===== config.mk =====
export PLATFORM = sky130hd
export DESIGN_NAME = aabb_cell
export DESIGN_NICKNAME = d
export VERILOG_FILES = /design/src/hdl/aabb_overlap_box_table_assert.svh /design/src/hdl/aabb_pkg.sv /design/src/hdl/aabb_cell.sv
export SDC_FILE = /design/constraint.sdc
export NUM_CORES = 1
export LEC_CHECK = 0
export BUFFER_PORTS_ARGS = -buffer_cell sky130_fd_sc_hd__buf_2
export CORE_MARGIN = 2
export CORE_UTILIZATION = 38
export CTS_CLUSTER_DIAMETER = 40
export DETAILED_ROUTE_END_ITERATION = 7
export GPL_TIMING_DRIVEN = 0
export PLACE_DENSITY = 0.79
export SLEW_MARGIN = 0
export SYNTH_ARGS = -nofsm -noshare
export SYNTH_HDL_FRONTEND = slang
export SYNTH_SLANG_ARGS = --single-unit

===== constraint.sdc =====
create_clock -name clk -period 4 [get_ports clk]
set_input_delay 0.4 -clock clk [delete_from_list [all_inputs] [get_ports clk]]
set_output_delay 0.4 -clock clk [all_outputs]
set_load 0.02 [all_outputs]

===== src/hdl/aabb_overlap_box_table_assert.svh =====
// ----------------------------------------------------------------------------
// Assertion macros for the box table
// Immediate-cycle and next-cycle implications, clocked on clk, off in reset.
// ----------------------------------------------------------------------------
`ifndef AABB_OVERLAP_BOX_TABLE_ASSERT_SVH
`define AABB_OVERLAP_BOX_TABLE_ASSERT_SVH

// Consequent must hold in the same cycle as the antecedent.
`define AABB_ASSERT_NOW(lbl, ante, cons, msg) \
  lbl: assert property (@(posedge clk) disable iff (!rst_n) (ante) |-> (cons)) \
    else $error(msg);

// Consequent must hold in the cycle after the antecedent.
`define AABB_ASSERT_NEXT(lbl, ante, cons, msg) \
  lbl: assert property (@(posedge clk) disable iff (!rst_n) (ante) |=> (cons)) \
    else $error(msg);

`endif


===== src/hdl/aabb_pkg.sv =====
// ----------------------------------------------------------------------------
// aabb_pkg
// Shared widths, command codes and record types of the box table.
// ----------------------------------------------------------------------------
package aabb_pkg;

  localparam int ID_W      = 9;
  localparam int CAT_W     = 4;
  localparam int POS_W     = 16;
  localparam int SIZE_W    = 15;
  localparam int MASK_W    = 9;
  localparam int SUM_W     = POS_W + 1;
  localparam int CAT_LIMIT = 8;

  typedef enum logic [1:0] {
    CMD_INSERT = 2'd0,
    CMD_REMOVE = 2'd1,
    CMD_QUERY  = 2'd2,
    CMD_CLEAR  = 2'd3
  } cmd_t;

  // One strict inequality of the overlap test per cell.
  typedef enum logic [1:0] {
    CHK_X_LO = 2'd0,  // qx < bx + bw
    CHK_X_HI = 2'd1,  // bx < qx + qw
    CHK_Y_LO = 2'd2,  // qy < by + bh
    CHK_Y_HI = 2'd3   // by < qy + qh
  } check_t;

  typedef struct packed {
    logic signed [POS_W-1:0] x;
    logic signed [POS_W-1:0] y;
    logic [SIZE_W-1:0]       w;
    logic [SIZE_W-1:0]       h;
  } query_t;

  typedef struct packed {
    logic signed [POS_W-1:0] x;
    logic signed [POS_W-1:0] y;
    logic [SIZE_W-1:0]       w;
    logic [SIZE_W-1:0]       h;
    logic [CAT_W-1:0]        cat;
  } box_t;

  typedef struct packed {
    logic vld;
    logic ok;
    box_t box;
  } cell_t;

endpackage


===== src/hdl/aabb_cell.sv =====
// ----------------------------------------------------------------------------
// aabb_cell
// One stage of the compare chain: checks one strict inequality of the
// overlap test and hands the candidate box on to its neighbor.
// ----------------------------------------------------------------------------
module aabb_cell import aabb_pkg::*; #(
  parameter check_t CHECK  = CHK_X_LO,
  parameter int     SLOT_W = 9
) (
  input  logic              clk,
  input  logic              rst_n,
  input  logic              kill,
  input  query_t            q,
  input  cell_t             cell_in,
  input  logic [SLOT_W-1:0] slot_in,
  output cell_t             cell_out,
  output logic [SLOT_W-1:0] slot_out
);

  logic signed [SUM_W-1:0] lhs_s;
  logic signed [SUM_W-1:0] base_s;
  logic signed [SUM_W-1:0] add_s;
  logic signed [SUM_W-1:0] sum_s;
  logic                    pass;
  logic                    vld_r;
  logic                    ok_r;
  box_t                    box_r;
  logic [SLOT_W-1:0]       slot_r;

  always_comb begin
    unique case (CHECK)
      CHK_X_LO: begin
        lhs_s  = SUM_W'(q.x);
        base_s = SUM_W'(cell_in.box.x);
        add_s  = SUM_W'(cell_in.box.w);
      end
      CHK_X_HI: begin
        lhs_s  = SUM_W'(cell_in.box.x);
        base_s = SUM_W'(q.x);
        add_s  = SUM_W'(q.w);
      end
      CHK_Y_LO: begin
        lhs_s  = SUM_W'(q.y);
        base_s = SUM_W'(cell_in.box.y);
        add_s  = SUM_W'(cell_in.box.h);
      end
      CHK_Y_HI: begin
        lhs_s  = SUM_W'(cell_in.box.y);
        base_s = SUM_W'(q.y);
        add_s  = SUM_W'(q.h);
      end
    endcase
    sum_s = base_s + add_s;
    pass  = lhs_s < sum_s;
  end

  // Valid clears on kill; payload just follows.
  always_ff @(posedge clk) begin
    if (!rst_n) begin
      vld_r <= 1'b0;
    end else begin
      vld_r <= cell_in.vld && !kill;
    end
  end

  always_ff @(posedge clk) begin
    ok_r   <= cell_in.ok && pass;
    box_r  <= cell_in.box;
    slot_r <= slot_in;
  end

  assign cell_out.vld = vld_r;
  assign cell_out.ok  = ok_r;
  assign cell_out.box = box_r;
  assign slot_out     = slot_r;

endmodule


==> impl_metrics.env, run 1 <==
export IMPL_vias_per_cell=4.53
export IMPL_startpoint="cell_in[20]"
export IMPL_p_int_mw=1.32
export IMPL_overflow=0
export IMPL_drt_pre_antenna_iters=4
export IMPL_cp_arrival_ps=3250
export IMPL_rsz0062_at_grt="false"
export IMPL_cts_root_buffer="clkbuf_8"
export IMPL_nNetsFinal=569
export IMPL_path_class="in2reg"
export IMPL_drive_gt1_share_pct=47.8
export IMPL_rows=30
export IMPL_powerDensity_mw_per_mm2=477
export IMPL_netSwitchingFraction_pct=27.2
export IMPL_cts_setup_buffers=0
export IMPL_p_seq_share_pct=45.2
export IMPL_ys_seq_elements=77
export IMPL_maxSlewViolCount=0
export IMPL_drt_initial_drc_count=40
export IMPL_cts_buffer_depth=2
export IMPL_cts_resized=0
export IMPL_setup_tns_ps=0
export IMPL_ys_warn_count=0
export IMPL_setup_violations=0
export IMPL_grt_pass1_vias=2110
export IMPL_portBuffers=172
export IMPL_end_kind="flip-flop"
export IMPL_wl_per_cell_um=13.6
export IMPL_comb_power_share_pct=19.2
export IMPL_syn_area_mm2=0.00262
export IMPL_p_leak_nw=2.02
export IMPL_synth_edf_count=0
export IMPL_maxCapViolCount=0
export IMPL_grt_max_degree=15
export IMPL_ys_types=32
export IMPL_tightest_slew_ps=341
export IMPL_dp_hpwl_mm=5.42
export IMPL_final_common_cell="buf_2"
export IMPL_endpoint="ok_r"
export IMPL_syn_num_nets=386
export IMPL_numCtsBuffers=9
export IMPL_start_util_pct=38.9
export IMPL_cp_slowest_stage_delay_ps=360
export IMPL_avgSynthCellArea_um2=12.3
export IMPL_crit_path_start_kind="input port"
export IMPL_finalHoldViolations=0
export IMPL_ir_drop_mv=0.207
export IMPL_p_total_mw=1.81
export IMPL_area_growth_pct=45.2
export IMPL_path_clk_slew_ps=80
export IMPL_async_flop_share_pct=0
export IMPL_synthFlopType="dfxtp_1"
export IMPL_slew_headroom_pct=77.1
export IMPL_critical_path_top_delay_family="compound AO/OA/AOI/OAI gates"
export IMPL_cts_max_level=3
export IMPL_p_switching_uw=492
export IMPL_status="finished clean"
export IMPL_crit_cells=14
export IMPL_cp_max_fo=3
export IMPL_fp_coreArea_mm2=0.00672
export IMPL_antenna_found_initial=0
export IMPL_ys_seq_area_share_pct=58.9
export IMPL_grtUsageTotal_pct=16.4
export IMPL_synthCells=212
export IMPL_crit_chain="buf_2 -> ha_1 -> a211oi_1 -> nor3_1 -> a211o_1 -> a31o_1 -> a221oi_2 -> xor2_1 -> ha_1 -> nand2_1 -> o21bai_1 -> a211oi_1 -> a21oi_1 -> mux2i_1"
export IMPL_cpMaxStageDelayCell="a211oi_1"
export IMPL_max_freq_mhz=331
export IMPL_cts_tree="done"
export IMPL_diodes=0
export IMPL_dieArea_mm2=0.00756
export IMPL_min_path_type="in2reg"
export IMPL_grt_pass1_wl_mm=9.52
export IMPL_clock_sinks=77
export IMPL_die_x_um=87.0
export IMPL_p_clk_share_pct=35.6
export IMPL_period_share_pct=75.6
export IMPL_fin_crit_ps=3030
export IMPL_io_pins=219
export IMPL_gp_congestion=0.768
export IMPL_wirelength_mm=6.53
export IMPL_cts_hold_buffers=0
export IMPL_vias=2174
export IMPL_die_h_um=87.0
export IMPL_timing_critical_path_buf_inv=1
export IMPL_cp_data_required_time_ps=4230
export IMPL_ant_nets=0
export IMPL_drc=0
export IMPL_most_common_layout_cells="buf_2, dfxtp_1, ha_1"
[state kept, by name, summed over array words and instances (netlist names)]
signal    cells
slot_out      9
vld_r         1
ok_r          1
cell_out     66
[how the worst min path moves through the flow]
stage / startpoint / end / slack (ps) / depth (start not counted)
after floorplan: cell_in[0] / cell_out[0] / 430 / 0
after global placement: cell_in[39] / cell_out[39] / 500 / 1
after detailed placement: cell_in[18] / cell_out[18] / 500 / 1
after CTS: slot_in[6] / slot_out[6] / 150 / 1
after global routing: cell_in[39] / cell_out[39] / 140 / 1
final: cell_in[18] / cell_out[18] / 160 / 1
[per-stage QoR]
| step | instance area [um2] | std cells | setup WS, ps | utilization [%] | hold slack, ps |
|---|---|---|---|---|---|
| floorplan | 2620 | 212 | 1020 | - | 428 |
| global placement | 3580 | 464 | 682 | 53.2 | 502 |
| detailed placement | 3580 | 464 | 633 | 53.2 | 504 |
| CTS | 3800 | 480 | 984 | 56.5 | 146 |
| global route | 3800 | 480 | 738 | 56.5 | 137 |
| finish | 3800 | 480 | 975 | 56.5 | 158 |
[layout make-up]
| cell class | instances | area [um2] |
|---|---|---|
| fillers | 615 | 2920 |
| plain buffers | 2 | 15.0 |
| repair buffers | 172 | 861 |
| clock inverters | 7 | 97.6 |
| inverters | 4 | 15.0 |
| well taps | 80 | 100 |
| clock buffers | 9 | 124 |
| multi-input cells | 129 | 1040 |
| flip-flops and latches | 77 | 1540 |
[power by group through the flow]
stage                     Sequential (mW)  Clock (mW)  Combinational, mW
final                               0.817       0.645              0.348
after global routing                0.822       0.689              0.391
after CTS                           0.818       0.655              0.352
after detailed placement            0.836           0              0.350
after global placement              0.834           0              0.342
after floorplan                     0.889           0              0.168
[layer usage]
layer | GRT usage [%] | vias to the layer above | routed length [um]
li1 | - | 1116 | -
met2 | 31.0 | 90 | 3330
met1 | 17.8 | 961 | 2610
met3 | 3.89 | 7 | 512
met4 | 5.11 | 0 | 82
met5 | 0 | - | 0
[logic make-up (layout without fill, tap and decap cells)]
| logic type | after synthesis | in the layout | synth area share, % |
|---|---|---|---|
| xor gates and xnor gates | 13 | 13 | 4.35 |
| and+or+nand+nor | 30 | 30 | 5.93 |
| AOI/OAI and AO/OA | 52 | 52 | 13.3 |
| adders and majority gates | 32 | 32 | 15.6 |
| muxes | 2 | 2 | 0.766 |
| buffers and inverters | 6 | 194 | 1.15 |
| DFF | 77 | 77 | 58.9 |
[synthesized netlist by cell type, types with 3 or more instances]
cell / instances / area, um2
dfxtp_1: 77 / 1540
ha_1: 31 / 388
a21oi_1: 16 / 80.1
a21o_1: 15 / 113
nand2_1: 10 / 37.5
xor2_1: 8 / 70.1
o21ai_0: 7 / 35.0
xnor2_1: 5 / 43.8
inv_1: 4 / 15.0
nand3_1: 4 / 20.0
nor2_1: 4 / 15.0
a211oi_1: 3 / 22.5
a31oi_1: 3 / 18.8
Power figures use the tool's default switching activity.
==> run 2: changes to the inputs <==
--- a/config.mk
+++ b/config.mk
@@ -7,11 +7,11 @@
 export LEC_CHECK = 0
 export BUFFER_PORTS_ARGS = -buffer_cell sky130_fd_sc_hd__buf_2
 export CORE_MARGIN = 2
-export CORE_UTILIZATION = 38
+export CORE_UTILIZATION = 34
 export CTS_CLUSTER_DIAMETER = 40
 export DETAILED_ROUTE_END_ITERATION = 7
 export GPL_TIMING_DRIVEN = 0
-export PLACE_DENSITY = 0.79
+export PLACE_DENSITY = 0.75
 export SLEW_MARGIN = 0
 export SYNTH_ARGS = -nofsm -noshare
 export SYNTH_HDL_FRONTEND = slang
==> constraint.sdc (replaced) <==
create_clock -name clk -period 2.7 [get_ports clk]
set_input_delay 0.27 -clock clk [delete_from_list [all_inputs] [get_ports clk]]
set_output_delay 0.27 -clock clk [all_outputs]
set_load 0.02 [all_outputs]
==> impl_metrics.env, run 2 (same netlist as run 1, synthesis figures left out) <==
export IMPL_rsz0062_at_grt="true"
export IMPL_die_h_um=91.7
export IMPL_io_pins=219
export IMPL_cpMaxStageDelayCell="a211o_1"
export IMPL_final_common_cell="buf_2"
export IMPL_path_clk_slew_ps=80
export IMPL_multiInputGateArea_mm2=0.00118
export IMPL_cp_slowest_stage_delay_ps=300
export IMPL_dpl_instance_area_mm2=0.00367
export IMPL_p_int_mw=2.08
export IMPL_cts_tree="done"
export IMPL_path_class="in2reg"
export IMPL_drt_initial_drc_count=47
export IMPL_min_from="cell_in[46]"
export IMPL_die_x_um=91.7
export IMPL_cp_arrival_ps=2920
export IMPL_startpoint="cell_in[20]"
export IMPL_powerDensity_mw_per_mm2=703
export IMPL_final_util_pct=54.6
export IMPL_p_leak_nw=2.06
export IMPL_min_path_type="in2reg"
export IMPL_nNetsFinal=572
export IMPL_diodes=0
export IMPL_clock_sinks=77
export IMPL_end_kind="flip-flop"
export IMPL_wirelength_mm=6.77
export IMPL_area_growth_pct=53.9
export IMPL_portBuffers=172
export IMPL_comb_power_share_pct=20.1
export IMPL_period_share_pct=99.4
export IMPL_critical_path_top_delay_family="compound AO/OA/AOI/OAI gates"
export IMPL_status="finished clean"
export IMPL_numCtsBuffers=9
export IMPL_fillCellCount=662
export IMPL_cts_hold_buffers=0
export IMPL_cp_data_required_time_ps=2930
export IMPL_fin_crit_ps=2680
export IMPL_cts_root_buffer="clkbuf_8"
export IMPL_p_clk_share_pct=37.1
export IMPL_tightest_slew_ps=242
export IMPL_whs_endpoint="cell_out[46]"
export IMPL_crit_chain="buf_2 -> ha_4 -> a211oi_4 -> nor3_2 -> a211o_1 -> a31o_1 -> a221oi_2 -> xor2_1 -> ha_1 -> nand2_1 -> o21bai_1 -> a211oi_1 -> a21oi_1 -> mux2i_1"
export IMPL_maxSlewViolCount=0
export IMPL_start_util_pct=35.5
export IMPL_crit_path_start_kind="input port"
export IMPL_max_freq_mhz=373
export IMPL_p_total_mw=2.83
export IMPL_wl_per_cell_um=13.5
export IMPL_crit_cells=14
export IMPL_slew_headroom_pct=83.9
export IMPL_cts_buffer_depth=2
export IMPL_p_switching_uw=748
export IMPL_cts_max_level=3
export IMPL_rows=31
export IMPL_vias=2205
export IMPL_ant_nets=0
export IMPL_finalHoldViolations=0
export IMPL_cp_max_fo=3
export IMPL_grtUsageTotal_pct=15.0
export IMPL_antenna_found_initial=0
export IMPL_grt_max_degree=15
export IMPL_grt_pass1_wl_mm=9.99
export IMPL_most_common_layout_cells="buf_2, dfxtp_1, ha_1"
export IMPL_p_seq_share_pct=42.8
export IMPL_setup_tns_ps=0
export IMPL_drc=0
export IMPL_dp_hpwl_mm=5.37
export IMPL_grt_pass1_vias=2090
export IMPL_largest_reg_flops=66
export IMPL_gp_congestion=0.799
export IMPL_register_area_mm2=0.00154
export IMPL_fin_area_mm2=0.00402
export IMPL_fp_coreArea_mm2=0.00737
export IMPL_dieArea_mm2=0.00841
export IMPL_drt_pre_antenna_iters=4
export IMPL_overflow=0
export IMPL_min_path_cells=1
export IMPL_timing_critical_path_buf_inv=1
export IMPL_drive_gt1_share_pct=52.4
export IMPL_netSwitchingFraction_pct=26.4
export IMPL_maxCapViolCount=0
export IMPL_vias_per_cell=4.39
export IMPL_setup_violations=0
export IMPL_ir_drop_mv=0.276
[run 2: power by group through the flow]
stage	Combinational, mW	Sequential, mW	Clock, mW
5_1_grt	0.625	1.22	1.12
6_report	0.568	1.21	1.05
3_5_place_dp	0.537	1.24	0
2_1_floorplan	0.261	1.32	0
4_1_cts	0.545	1.21	1.08
3_3_place_gp	0.526	1.24	0
[run 2: worst max path at each step]
stage	end	slack (ps)
floorplan	ok_r	4
global placement	ok_r	-370
detailed placement	ok_r	-400
CTS	ok_r	1
global route	ok_r	-90
finish	ok_r	20
[run 2: layout make-up]
type / count / share of cell area (%)
Timing Repair Buffer: 175 / 22.4
Clock buffer: 10 / 3.17
Sequential cell: 77 / 38.3
Buffer: 2 / 0.373
Tap cell: 99 / 3.08
Multi-Input combinational cell: 129 / 29.4
Clock inverter: 6 / 2.95
Inverter: 4 / 0.373
[run 2: what timing repair did]
action	in CTS	in global routing
cloned	0	0
endpoints found under the setup margin	1	1
gates resized for setup	0	18
buffers inserted	1	2
pin swaps	7	21
[run 2: routing by layer]
| layer | wire length, um | GRT usage (%) | share of wire, % |
|---|---|---|---|
| met1 | 2780 | 17.2 | 41 |
| met2 | 3440 | 26.7 | 51 |
| met3 | 471 | 3.62 | 7.0 |
| met4 | 76 | 6.34 | 1.1 |
| met5 | 0 | 0 | 0 |
[run 2: metrics by stage]
stage	hold WS, ps	instances	setup WS [ps]
6_report	24.3	502	16.9
5_1_grt	1.62	502	-85.4
4_1_cts	7.27	500	1.01
3_5_place_dp	374	483	-396
3_3_place_gp	373	483	-373
2_1_floorplan	298	212	4.19
